===== config.mk =====
export PLATFORM = sky130hd
export DESIGN_NAME = double_to_ber_real_encoder
export DESIGN_NICKNAME = d
export VERILOG_FILES = /design/src/rtl/ber_pkg.sv /design/src/rtl/ber_front.sv /design/src/rtl/ber_queue.sv /design/src/rtl/ber_back.sv /design/src/rtl/double_to_ber_real_encoder.sv
export VERILOG_INCLUDE_DIRS = /design/src /design/src/rtl
export SDC_FILE = /design/constraint.sdc
export NUM_CORES = 1
export LEC_CHECK = 0
export BUFFER_PORTS_ARGS = -buffer_cell sky130_fd_sc_hd__buf_2
export CAP_MARGIN = 40
export CORE_MARGIN = 1
export CORE_UTILIZATION = 47
export DETAILED_ROUTE_END_ITERATION = 8
export GPL_TIMING_DRIVEN = 0
export PLACE_DENSITY_LB_ADDON = 0.1
export SLEW_MARGIN = 10
export SYNTH_ARGS = -nofsm -noshare
export SYNTH_HDL_FRONTEND = slang
export SYNTH_SLANG_ARGS = --single-unit

===== constraint.sdc =====
create_clock -name clk -period 12.4 [get_ports clk]
set_clock_uncertainty 0.2 [all_clocks]
set_input_delay 0.62 -clock clk [delete_from_list [all_inputs] [get_ports clk]]
set_output_delay 0.62 -clock clk [all_outputs]
set_load 0.1 [all_outputs]

===== src/rtl/assert_macros.svh =====
// ----------------------------------------------------------------------------
// Assertion macros
// Shared concurrent assertion forms for the BER REAL encoder RTL.
// ----------------------------------------------------------------------------
`ifndef ASSERT_MACROS_SVH
`define ASSERT_MACROS_SVH
`ifndef NO_ASSERTIONS
// The consequent must hold in the same cycle as the antecedent.
`define ASSERT_IMPLY(lbl, clk, rst_n, ante, cons) \
	lbl: assert property (@(posedge clk) disable iff (!rst_n) (ante) |-> (cons)) \
		else $error("assertion failed: same-cycle implication");
// The consequent must hold in the cycle after the antecedent.
`define ASSERT_NEXT(lbl, clk, rst_n, ante, cons) \
	lbl: assert property (@(posedge clk) disable iff (!rst_n) (ante) |=> (cons)) \
		else $error("assertion failed: next-cycle implication");
`else
`define ASSERT_IMPLY(lbl, clk, rst_n, ante, cons)
`define ASSERT_NEXT(lbl, clk, rst_n, ante, cons)
`endif
`endif


===== src/rtl/ber_pkg.sv =====
`timescale 1ns / 1ps
// ----------------------------------------------------------------------------
// ber_pkg
// Types and constants shared by the BER REAL encoder modules.
// ----------------------------------------------------------------------------
package ber_pkg;

	localparam logic [10:0] EXP_ALL_ONES = 11'h7FF;

	localparam logic [7:0] OCT_NAN      = 8'h42;
	localparam logic [7:0] OCT_NEG_INF  = 8'h41;
	localparam logic [7:0] OCT_POS_INF  = 8'h40;
	localparam logic [7:0] OCT_NEG_ZERO = 8'h43;
	localparam logic [7:0] OCT_NONE     = 8'h00;

	localparam logic [7:0] HDR_BASE    = 8'h80;
	localparam logic [7:0] HDR_NEG     = 8'h40;
	localparam logic [7:0] HDR_TWO_EXP = 8'h01;

	// One classified item as handed from the front to the back.
	typedef struct packed {
		logic        special;  // single-octet encoding
		logic [7:0]  sbyte;    // octet for the single-octet case
		logic        empty;    // positive zero: no content octets
		logic        neg;
		logic        two_exp;  // exponent needs two octets
		logic [11:0] expo;     // final exponent, two's complement
		logic [2:0]  kept;     // mantissa octets, 1..7
		logic [55:0] mant;     // mantissa, first octet in the top byte
	} ber_desc_t;

	// Back-end sequencer phases.
	typedef enum logic [5:0] {
		P_IDLE  = 6'b000001,
		P_SPEC  = 6'b000010,
		P_HDR   = 6'b000100,
		P_EXPHI = 6'b001000,
		P_EXPLO = 6'b010000,
		P_MANT  = 6'b100000
	} ber_phase_t;

endpackage


===== src/rtl/ber_front.sv =====
`timescale 1ns / 1ps
// ----------------------------------------------------------------------------
// ber_front
// Accepts input items and classifies each into an encoding descriptor.
// ----------------------------------------------------------------------------
module ber_front (
	input  logic                  clk,
	input  logic                  arst_n,
	input  logic                  start,
	output logic                  busy,
	input  logic [63:0]           value_bits,
	input  logic                  q_full,
	output logic                  push,
	output ber_pkg::ber_desc_t    desc
);

	logic        v_s1;
	logic [63:0] bits_s1;

	logic        neg;
	logic [10:0] bexp;
	logic [51:0] frac;
	logic [55:0] mant;
	logic [2:0]  tz;
	logic        found;
	logic [7:0]  lowbyte;
	logic [2:0]  sh;
	logic        sfound;
	logic signed [12:0] e_start;
	logic signed [12:0] e_final;

	assign busy = v_s1 & q_full;
	assign push = v_s1 & ~q_full;

	always_ff @(posedge clk or negedge arst_n) begin
		if (!arst_n) begin
			v_s1 <= 1'b0;
		end else if (start && !busy) begin
			v_s1 <= 1'b1;
		end else if (push) begin
			v_s1 <= 1'b0;
		end
	end

	always_ff @(posedge clk) begin
		if (start && !busy) begin
			bits_s1 <= value_bits;
		end
	end

	assign neg  = bits_s1[63];
	assign bexp = bits_s1[62:52];
	assign frac = bits_s1[51:0];

	always_comb begin
		mant = {3'b000, (bexp != 11'd0), frac};

		// Count trailing zero octets; at least one octet is kept.
		tz    = 3'd0;
		found = 1'b0;
		for (int i = 0; i < 6; i++) begin
			if (!found && mant[8*i +: 8] == 8'h00) begin
				tz = tz + 3'd1;
			end else begin
				found = 1'b1;
			end
		end
		lowbyte = mant[{tz, 3'b000} +: 8];

		// Trailing zero bits of the lowest kept octet.
		sh     = 3'd0;
		sfound = 1'b0;
		for (int j = 0; j < 7; j++) begin
			if (!sfound && !lowbyte[j]) begin
				sh = sh + 3'd1;
			end else begin
				sfound = 1'b1;
			end
		end

		if (bexp == 11'd0) begin
			e_start = -13'sd1022;
		end else begin
			e_start = $signed({2'b00, bexp}) - 13'sd1023;
		end
		e_final = e_start + 13'sd4 - $signed({7'b0, 3'd7 - tz, 3'b000})
			+ $signed({10'b0, sh});

		desc.neg     = neg;
		desc.expo    = e_final[11:0];
		desc.two_exp = (e_final[11:7] != 5'b00000) && (e_final[11:7] != 5'b11111);
		desc.kept    = 3'd7 - tz;
		// Dropped low octets are zero, so the odd mantissa stays top-aligned.
		desc.mant    = mant >> sh;
		desc.special = 1'b0;
		desc.sbyte   = ber_pkg::OCT_NONE;
		desc.empty   = 1'b0;

		if (bexp == ber_pkg::EXP_ALL_ONES) begin
			desc.special = 1'b1;
			if (frac != 52'd0) begin
				desc.sbyte = ber_pkg::OCT_NAN;
			end else if (neg) begin
				desc.sbyte = ber_pkg::OCT_NEG_INF;
			end else begin
				desc.sbyte = ber_pkg::OCT_POS_INF;
			end
		end else if (bexp == 11'd0 && frac == 52'd0) begin
			desc.special = 1'b1;
			if (neg) begin
				desc.sbyte = ber_pkg::OCT_NEG_ZERO;
			end else begin
				desc.empty = 1'b1;
			end
		end
	end

endmodule


===== src/rtl/ber_queue.sv =====
`timescale 1ns / 1ps
// ----------------------------------------------------------------------------
// ber_queue
// Small descriptor FIFO between the front and back ends.
// ----------------------------------------------------------------------------
module ber_queue #(
	parameter int DEPTH = 2
) (
	input  logic               clk,
	input  logic               arst_n,
	input  logic               push,
	input  ber_pkg::ber_desc_t wdata,
	input  logic               pop,
	output ber_pkg::ber_desc_t rdata,
	output logic               full,
	output logic               nonempty
);

	localparam int AW = (DEPTH > 1) ? $clog2(DEPTH) : 1;
	localparam int CW = $clog2(DEPTH + 1);

	ber_pkg::ber_desc_t slots_q [DEPTH];
	logic [AW-1:0] wptr_q;
	logic [AW-1:0] rptr_q;
	logic [CW-1:0] cnt_q;

	assign full     = (cnt_q == CW'(DEPTH));
	assign nonempty = (cnt_q != '0);
	assign rdata    = slots_q[rptr_q];

	always_ff @(posedge clk) begin
		if (push) begin
			slots_q[wptr_q] <= wdata;
		end
	end

	always_ff @(posedge clk or negedge arst_n) begin
		if (!arst_n) begin
			wptr_q <= '0;
			rptr_q <= '0;
			cnt_q  <= '0;
		end else begin
			if (push) begin
				wptr_q <= (wptr_q == AW'(DEPTH - 1)) ? '0 : wptr_q + AW'(1);
			end
			if (pop) begin
				rptr_q <= (rptr_q == AW'(DEPTH - 1)) ? '0 : rptr_q + AW'(1);
			end
			if (push && !pop) begin
				cnt_q <= cnt_q + CW'(1);
			end else if (pop && !push) begin
				cnt_q <= cnt_q - CW'(1);
			end
		end
	end

endmodule


===== src/rtl/ber_back.sv =====
`timescale 1ns / 1ps
// ----------------------------------------------------------------------------
// ber_back
// Serializes one descriptor into content octets, one octet per cycle.
// ----------------------------------------------------------------------------
`include "assert_macros.svh"

module ber_back (
	input  logic               clk,
	input  logic               arst_n,
	input  logic               q_nonempty,
	input  ber_pkg::ber_desc_t q_head,
	output logic               pop,
	output logic               valid,
	output logic [7:0]         out_byte,
	output logic               last,
	output logic               empty_res
);

	ber_pkg::ber_phase_t phase_q;
	ber_pkg::ber_phase_t phase_nx;
	ber_pkg::ber_desc_t  cur_q;
	logic [2:0]          cnt_q;
	logic [55:0]         mant_q;

	logic        done_now;
	logic [7:0]  byte_nx;
	logic        last_nx;
	logic        empty_nx;
	logic        valid_q;
	logic [7:0]  byte_q;
	logic        last_q;
	logic        empty_q;

	assign done_now = (phase_q == ber_pkg::P_SPEC) ||
		((phase_q == ber_pkg::P_MANT) && (cnt_q == 3'd1));
	assign pop = q_nonempty && ((phase_q == ber_pkg::P_IDLE) || done_now);

	always_comb begin
		phase_nx = phase_q;
		byte_nx  = 8'h00;
		last_nx  = 1'b0;
		empty_nx = 1'b0;
		case (phase_q)
			ber_pkg::P_SPEC: begin
				byte_nx  = cur_q.sbyte;
				last_nx  = 1'b1;
				empty_nx = cur_q.empty;
				phase_nx = ber_pkg::P_IDLE;
			end
			ber_pkg::P_HDR: begin
				byte_nx = ber_pkg::HDR_BASE
					| (cur_q.neg ? ber_pkg::HDR_NEG : 8'h00)
					| (cur_q.two_exp ? ber_pkg::HDR_TWO_EXP : 8'h00);
				phase_nx = cur_q.two_exp ? ber_pkg::P_EXPHI : ber_pkg::P_EXPLO;
			end
			ber_pkg::P_EXPHI: begin
				byte_nx  = {{4{cur_q.expo[11]}}, cur_q.expo[11:8]};
				phase_nx = ber_pkg::P_EXPLO;
			end
			ber_pkg::P_EXPLO: begin
				byte_nx  = cur_q.expo[7:0];
				phase_nx = ber_pkg::P_MANT;
			end
			ber_pkg::P_MANT: begin
				byte_nx  = mant_q[55:48];
				last_nx  = (cnt_q == 3'd1);
				phase_nx = (cnt_q == 3'd1) ? ber_pkg::P_IDLE : ber_pkg::P_MANT;
			end
			default: begin
				phase_nx = ber_pkg::P_IDLE;
			end
		endcase
		if (pop) begin
			phase_nx = q_head.special ? ber_pkg::P_SPEC : ber_pkg::P_HDR;
		end
	end

	always_ff @(posedge clk or negedge arst_n) begin
		if (!arst_n) begin
			phase_q <= ber_pkg::P_IDLE;
			valid_q <= 1'b0;
		end else begin
			phase_q <= phase_nx;
			valid_q <= (phase_q != ber_pkg::P_IDLE);
		end
	end

	always_ff @(posedge clk) begin
		if (pop) begin
			cur_q  <= q_head;
			cnt_q  <= q_head.kept;
			mant_q <= q_head.mant;
		end else if (phase_q == ber_pkg::P_MANT) begin
			cnt_q  <= cnt_q - 3'd1;
			mant_q <= {mant_q[47:0], 8'h00};
		end
		if (phase_q != ber_pkg::P_IDLE) begin
			byte_q  <= byte_nx;
			last_q  <= last_nx;
			empty_q <= empty_nx;
		end
	end

	assign valid     = valid_q;
	assign out_byte  = byte_q;
	assign last      = last_q;
	assign empty_res = empty_q;

	`ASSERT_IMPLY(a_empty_is_lone, clk, arst_n, valid_q && empty_q, last_q && (byte_q == 8'h00))
	`ASSERT_IMPLY(a_mant_count, clk, arst_n, phase_q == ber_pkg::P_MANT, cnt_q != 3'd0)
	`ASSERT_NEXT(a_spec_last, clk, arst_n, phase_q == ber_pkg::P_SPEC, valid_q && last_q)
	`ASSERT_IMPLY(a_pop_when_free, clk, arst_n, pop, (phase_q == ber_pkg::P_IDLE) || done_now)

endmodule


===== src/rtl/double_to_ber_real_encoder.sv =====
`timescale 1ns / 1ps
// ----------------------------------------------------------------------------
// double_to_ber_real_encoder
// Encodes an IEEE binary64 pattern as BER REAL (base 2) content octets.
// ----------------------------------------------------------------------------
// Path: with an empty queue and an idle back end, the first octet of an
// item passes the input register, the queue slot, the back-end phase
// register and the output register before it is on the ports.
// Throughput: one octet per cycle; an item has 1 octet for special values
// and up to 10 otherwise.
// Reset: arst_n clears all control state; the receiver cannot stall output.
// ----------------------------------------------------------------------------
module double_to_ber_real_encoder #(
	parameter int QUEUE_DEPTH = 2
) (
	input  logic        clk,
	input  logic        arst_n,
	input  logic        start,
	output logic        busy,
	input  logic [63:0] value_bits,
	output logic        valid,
	output logic [7:0]  out_byte,
	output logic        last,
	output logic        empty_res
);

	// The front end registers each item and classifies it in the next cycle:
	// special values collapse to a single octet, finite values get their
	// trimmed, odd mantissa and adjusted exponent. The result is a descriptor
	// pushed into a short queue.
	ber_pkg::ber_desc_t front_desc;
	ber_pkg::ber_desc_t head_desc;
	logic               push;
	logic               pop;
	logic               q_full;
	logic               q_nonempty;

	ber_front u_front (
		.clk        (clk),
		.arst_n     (arst_n),
		.start      (start),
		.busy       (busy),
		.value_bits (value_bits),
		.q_full     (q_full),
		.push       (push),
		.desc       (front_desc)
	);

	// The queue lets the front keep taking items while the back end is still
	// streaming a long encoding.
	ber_queue #(
		.DEPTH (QUEUE_DEPTH)
	) u_queue (
		.clk      (clk),
		.arst_n   (arst_n),
		.push     (push),
		.wdata    (front_desc),
		.pop      (pop),
		.rdata    (head_desc),
		.full     (q_full),
		.nonempty (q_nonempty)
	);

	// The back end walks header, exponent and mantissa octets, or the single
	// octet of a special value, one per cycle, and loads the next descriptor in
	// the cycle of the final octet so queued items follow each other with no gap.
	ber_back u_back (
		.clk        (clk),
		.arst_n     (arst_n),
		.q_nonempty (q_nonempty),
		.q_head     (head_desc),
		.pop        (pop),
		.valid      (valid),
		.out_byte   (out_byte),
		.last       (last),
		.empty_res  (empty_res)
	);

endmodule

* Yosys cells after proc, flatten, opt, wreduce, memory -nomap -nowiden *
Memory sizes are Yosys's and may differ from the RTL's.
Cells that the tools add are included.

storage, ports and cells
  register bits = 168
  RAM bits = 166
  input bits = 67
  output and inout port bits = 12
  logic and storage cells = 163
  memories = 1

cells by class
  $add $sub $neg = 21
  equality and inequality tests = 11
  shift-type cells = 2
  muxes and demuxes = 53
  bitwise operators = 4
  reductions and logical operators = 54

memory list
  name             depth  bits a word  read ports  clocked after memory_dff  wr ports  line             source
  u_queue.slots_q  2      83           1           0                         1         ber_queue.sv:22  ber_pkg::ber_desc_t slots_q [DEPTH];

operator list
  kind                      count
  $mux W56                  2
  $shiftx A56 B7 Y7         1
  $shr A53 B3 Y56           1
  $logic_not A52 Y1         1
  $reduce_bool A52 Y1       1
  $logic_not A8 Y1          6
  $mux W3                   14
  $pmux W8 S5               1
  $add A3 B1 Y3 const B     9
  $pmux W6 S4               1
  $mux W1                   23
  $logic_not A1 Y1          19
  $logic_and A1 B1 Y1       18
  $mux W7                   2
  $add A12 B4 Y12           1
  $add A12 B4 Y12 const B   1
  $mux W12                  1
  $mux W6                   2
  $sub A11 B10 Y12 const B  1
  $sub A12 B7 Y12           1
  $eq A11 B11 Y1 const B    1
  $logic_not A11 Y1         1
  $reduce_bool A11 Y1       1
  $mux W10                  1
  27 further kinds          35

* Logic depth before layout (Yosys ltp) *
  word-level depth = 37
  depth in mapped cells = 49
  mapped depth without buffers = 47

* Hierarchy *
Synthesis repeated with hierarchy kept, for this count alone.

second synthesis, totals
  cell total of the unflattened synthesis = 1038
  area total of the unflattened synthesis = 16584.7 sq um

by module, submodules not included
  module     instances  cells each  area an instance (sq um)  sequential area each (sq um)
  ber_queue  1          274         6422.4                    5084.9
  ber_front  1          540         5962.0                    1946.9
  ber_back   1          224         4200.3                    2939.1

* Worst setup path after synthesis *
Ideal clock, no wire load.

  path type = reg2reg
  start = register u_front.bits_s1[12]
  end = memory u_queue.slots_q[0][71] (netlist name), data pin
  library setup time = 274 ps
  data arrival time = 9823 ps
  required time = 11926 ps
  path slack = 2103 ps
  stages on the path, launching flop included = 47
  path buffers = 2
  period minus slack after synthesis = 10297 ps
  cell sequence = edfxtp_1 -> or4_1 -> a211oi_1 -> nor2_1 -> ha_1 -> nor2_1 -> nor2_1 -> ha_1 -> nand3_1 -> a31oi_1 -> ha_1 -> or3_1 -> and3_1 -> buf_4 -> a211o_1 -> or4b_4 -> nand2_1 -> ha_1 -> [... 11 more ...] -> xor3_2 -> buf_2 -> nand2_1 -> inv_1 -> fa_1 -> inv_1 -> fa_1 -> nor2b_1 -> o21ai_0 -> a21boi_0 -> o21ai_0 -> a21boi_0 -> o21ai_0 -> a21boi_0 -> o21ai_0 -> or3b_2 -> nor4b_1 -> a31oi_1

RTL lines
  element                 line             source
  start, declared         ber_front.sv:18  logic [63:0] bits_s1;
  start signal, assigned  ber_front.sv:47  bits_s1 <= value_bits;
  end, declared           ber_queue.sv:22

==> impl_metrics.py <==
metrics = {
    "sta": {
        "slew_viol_final": 0,
        "fin_crit_sh": 0.931,
        "period_minus_slack_ns": 11.54,
        "tns_ns": 0,
        "rsz0062_at_grt": "no",
        "timing.slew.headroom": 0.442,
        "finalHoldViolCount": 0,
        "worstMarginPinSlew_ns": 0.837,
        "setup_violations": 0,
        "max_freq_ghz": 0.0867,
    },
    "route": {
        "vias": 10400,
        "wl_per_cell_um": 22.9,
        "wl_um": 40900,
        "first_iter_violations": 734,
        "vias_per_cell": 5.81,
        "drc_errors": 0,
        "drt.antenna.violating_nets": 0,
        "drt_first_pass_iters": 6,
    },
    "yosys": {
        "synth_edf_count": 301,
        "syn_nets": 1306,
        "syn_inst": 1203,
        "synth-seq-cells": 313,
        "synth_cell_types": 71,
        "synth.area.top_cells": "edfxtp_1 59%, mux2i_1 6.8%, ha_1 2.8%, nand2_1 2.6%, o32ai_1 2.4%",
        "avgSynthCellArea_um2": 12.8,
        "yosysTopAreaCell": "edfxtp_1",
        "synthArstFlopShare": 0.0383,
        "synth_top_area_share": 0.589,
        "seq_area_frac_synth": 0.608,
        "synth_area_um2": 15300,
        "yosys_warnings": 0,
        "synth_flop_cell": "edfxtp_1",
    },
    "clock_network": {
        "clkLatencyLatePin_ns": 0.52,
        "cts_htree_levels": 2,
        "clk_path_buf_depth": 3,
        "path_clk_slew_ns": 0.06,
        "cts_sinks": 313,
        "cts-root-buf": "clkbuf_16",
        "cts_tree": "done",
        "cts_buffers": 34,
    },
    "die": {
        "fp.dieH_um": 183,
        "die_width_um": 183,
        "row_count": 65,
        "die-area_um2": 33400,
        "start_util": 0.481,
        "coreArea_um2": 31900,
        "ioPinCount": 79,
    },
    "pwr": {
        "intPower_w": 0.00269,
        "p_switching_w": 0.00151,
        "netSwitchingFraction": 0.359,
        "pwr-share-seq": 0.451,
        "power_leakage_nw": 6.64,
        "max-vdd-ir-drop_mv": 0.179,
        "combPwrFrac": 0.328,
        "power_density_nw_per_um2": 240,
        "clockPowerShare": 0.221,
    },
    "flow_run": {
        "cap_viol_max_count": 0,
    },
    "run_status": {
        "status": "finished clean",
    },
    "place": {
        "port_buffers": 78,
        "place.gp.congestion": 0.971,
        "postPlaceCellArea_um2": 16400,
        "dp_hpwl_um": 30100,
        "placed_cells": 1723,
    },
    "critical_path": {
        "r2r_slack_ns": 0.86,
        "cp_top_family": "simple AND/OR/NAND/NOR gates",
        "crit_top_cell": "ha_1",
        "cp_slowest_cell": "fa_1",
        "critPathArrivalTime_ns": 11.58,
        "max_stage_delay_ns": 0.54,
        "critPathKind": "reg2reg",
        "crit_buf_inv": 6,
        "crit_fanout": 10,
        "critPathLaunchType": "register",
        "required_ns": 12.44,
        "critPathCaptureType": "register",
    },
    "grt": {
        "grt_usage": 0.248,
        "grt_start_max_net_pins": 65,
        "grt_pass1_wl_um": 61100,
        "grt_pass1_vias": 10300,
        "antenna_found_initial": 0,
        "overflow": 0,
    },
    "final_layout": {
        "drive_above_1_share": 0.148,
        "utilization": 0.549,
        "synthToLayoutAreaGrowth_pct": 14.0,
        "design_area_um2": 17500,
        "layout.nets": 1431,
        "layout.cells.non_filler": 1788,
        "diodes": 0,
    },
    "worst_hold_path": {
        "min_path_type": "in2reg",
    },
}
## placed cells by master, fill, tap and decap left out, types with 21 or more instances in the layout
cell type  synthesis  routed
edfxtp_1         301     301
nand2_1          107     106
mux2i_1          105     105
buf_2             14      94
o21ai_0           69      69
clkbuf_1          50      61
a21boi_0          48      47
nor2_1            45      44
o32ai_1           42      42
inv_1             40      40
clkbuf_16          0      35
ha_1              34      34
o22ai_1           29      29
nand3_1           27      27
a21oi_1           26      26
and3_1            24      23
mux2_2            22      22
o211ai_1          21      21
## final timing paths
path	from	endpoint	cells past startpoint
min	value_bits[44]	u_front.bits_s1[44]$_DFFE_PP_	1
max in group asynchronous	arst_n	u_back.phase_q[0]$_DFF_PN1_	2
min in group asynchronous	arst_n	u_queue.wptr_q$_DFFE_PN0P_	2
min reg2reg	u_back.cur_q[71]$_DFFE_PP_	u_back.phase_q[3]$_DFF_PN0_	1
max	u_front.bits_s1[4]$_DFFE_PP_	u_queue.slots_q[0][71]$_DFFE_PP_	47
max reg2reg	u_front.bits_s1[4]$_DFFE_PP_	u_queue.slots_q[0][71]$_DFFE_PP_	47
## power groups by stage
stage / clock, W / combinational [W] / sequential [W]
final: 0.000929 / 0.00138 / 0.00189
after global placement: 0 / 0.00134 / 0.00195
after CTS: 0.000950 / 0.00138 / 0.00189
after floorplan: 0 / 0.000839 / 0.00198
after global routing: 0.000989 / 0.00151 / 0.00192
after detailed placement: 0 / 0.00138 / 0.00191
## through the flow
step / hold slack (ns) / worst slack (ns) / total power [W]
finish: 0.0714 / 0.861 / 0.00420
global route: 0.0535 / 0.0570 / 0.00442
CTS: 0.0536 / 0.285 / 0.00423
detailed placement: 0.309 / 0.398 / 0.00329
global placement: 0.275 / 0.374 / 0.00328
floorplan: 0.124 / 2.10 / 0.00282
## flip-flops by register name, summed over array words and instances (netlist names)
signal	flops
u_queue.rptr_q	1
u_back.mant_q	56
u_back.empty_res	1
u_front.bits_s1	64
u_back.valid	1
u_back.cnt_q	3
u_queue.cnt_q	2
u_queue.wptr_q	1
u_back.phase_q	6
u_queue.slots_q	150
u_back.last	1
u_back.cur_q	18
u_back.out_byte	8
u_front.v_s1	1
## routing by layer
layer,GRT usage,vias to the layer above,wire (um)
met5,0,-,0
met4,0.0985,0,1350
met3,0.0367,108,2570
met2,0.387,427,18300
met1,0.348,4946,18700
li1,-,4906,-
## final cells by class
class | count | area [um2]
fill | 2754 | 14400
sequential | 313 | 9340
inverter | 44 | 168
clock buffer | 48 | 935
timing repair buffer | 89 | 515
multi-input combinational | 772 | 5600
tap | 435 | 544
buffer | 74 | 304
clock inverter | 13 | 87.6
## what timing repair did
item,4_1_cts,5_1_grt
buffers inserted,0,3
endpoints found under the setup margin,0,6
endpoints found under the hold margin,11,0
resized for setup,0,10
hold buffers,1,0
## cell families after synthesis
kind of cell               share of synthesized area
and+or+nand+nor                               0.0959
AOI/OAI and AO/OA                              0.132
xor gates and xnor gates                      0.0157
adders and majority gates                     0.0303
DFF                                            0.608
muxes                                         0.0871
buffers and inverters                         0.0305
## worst reg2reg max path: cells and delay by family (launching register included)
kind                     cells  cell delay [ns]
AND/OR/NAND/NOR             14             2.96
XOR/XNOR                     1             0.38
AO/OA/AOI/OAI               15             2.73
multiplexers                 2             0.47
flip-flops                   1             0.53
adder cells (fa/ha/maj)      9             2.90
buffers and inverters        6             1.08
## Yosys cell counts, types with 15 or more instances
library cell,n
mux2_2,22
nand3_1,27
and3_1,24
clkbuf_1,50
o21ai_0,69
xnor2_1,15
nand2_1,107
a21boi_0,48
edfxtp_1,301
inv_1,40
ha_1,34
o211ai_1,21
a21oi_1,26
o32ai_1,42
nor2_1,45
mux2i_1,105
o22ai_1,29
No activity file was read; power rests on OpenSTA's default activity.
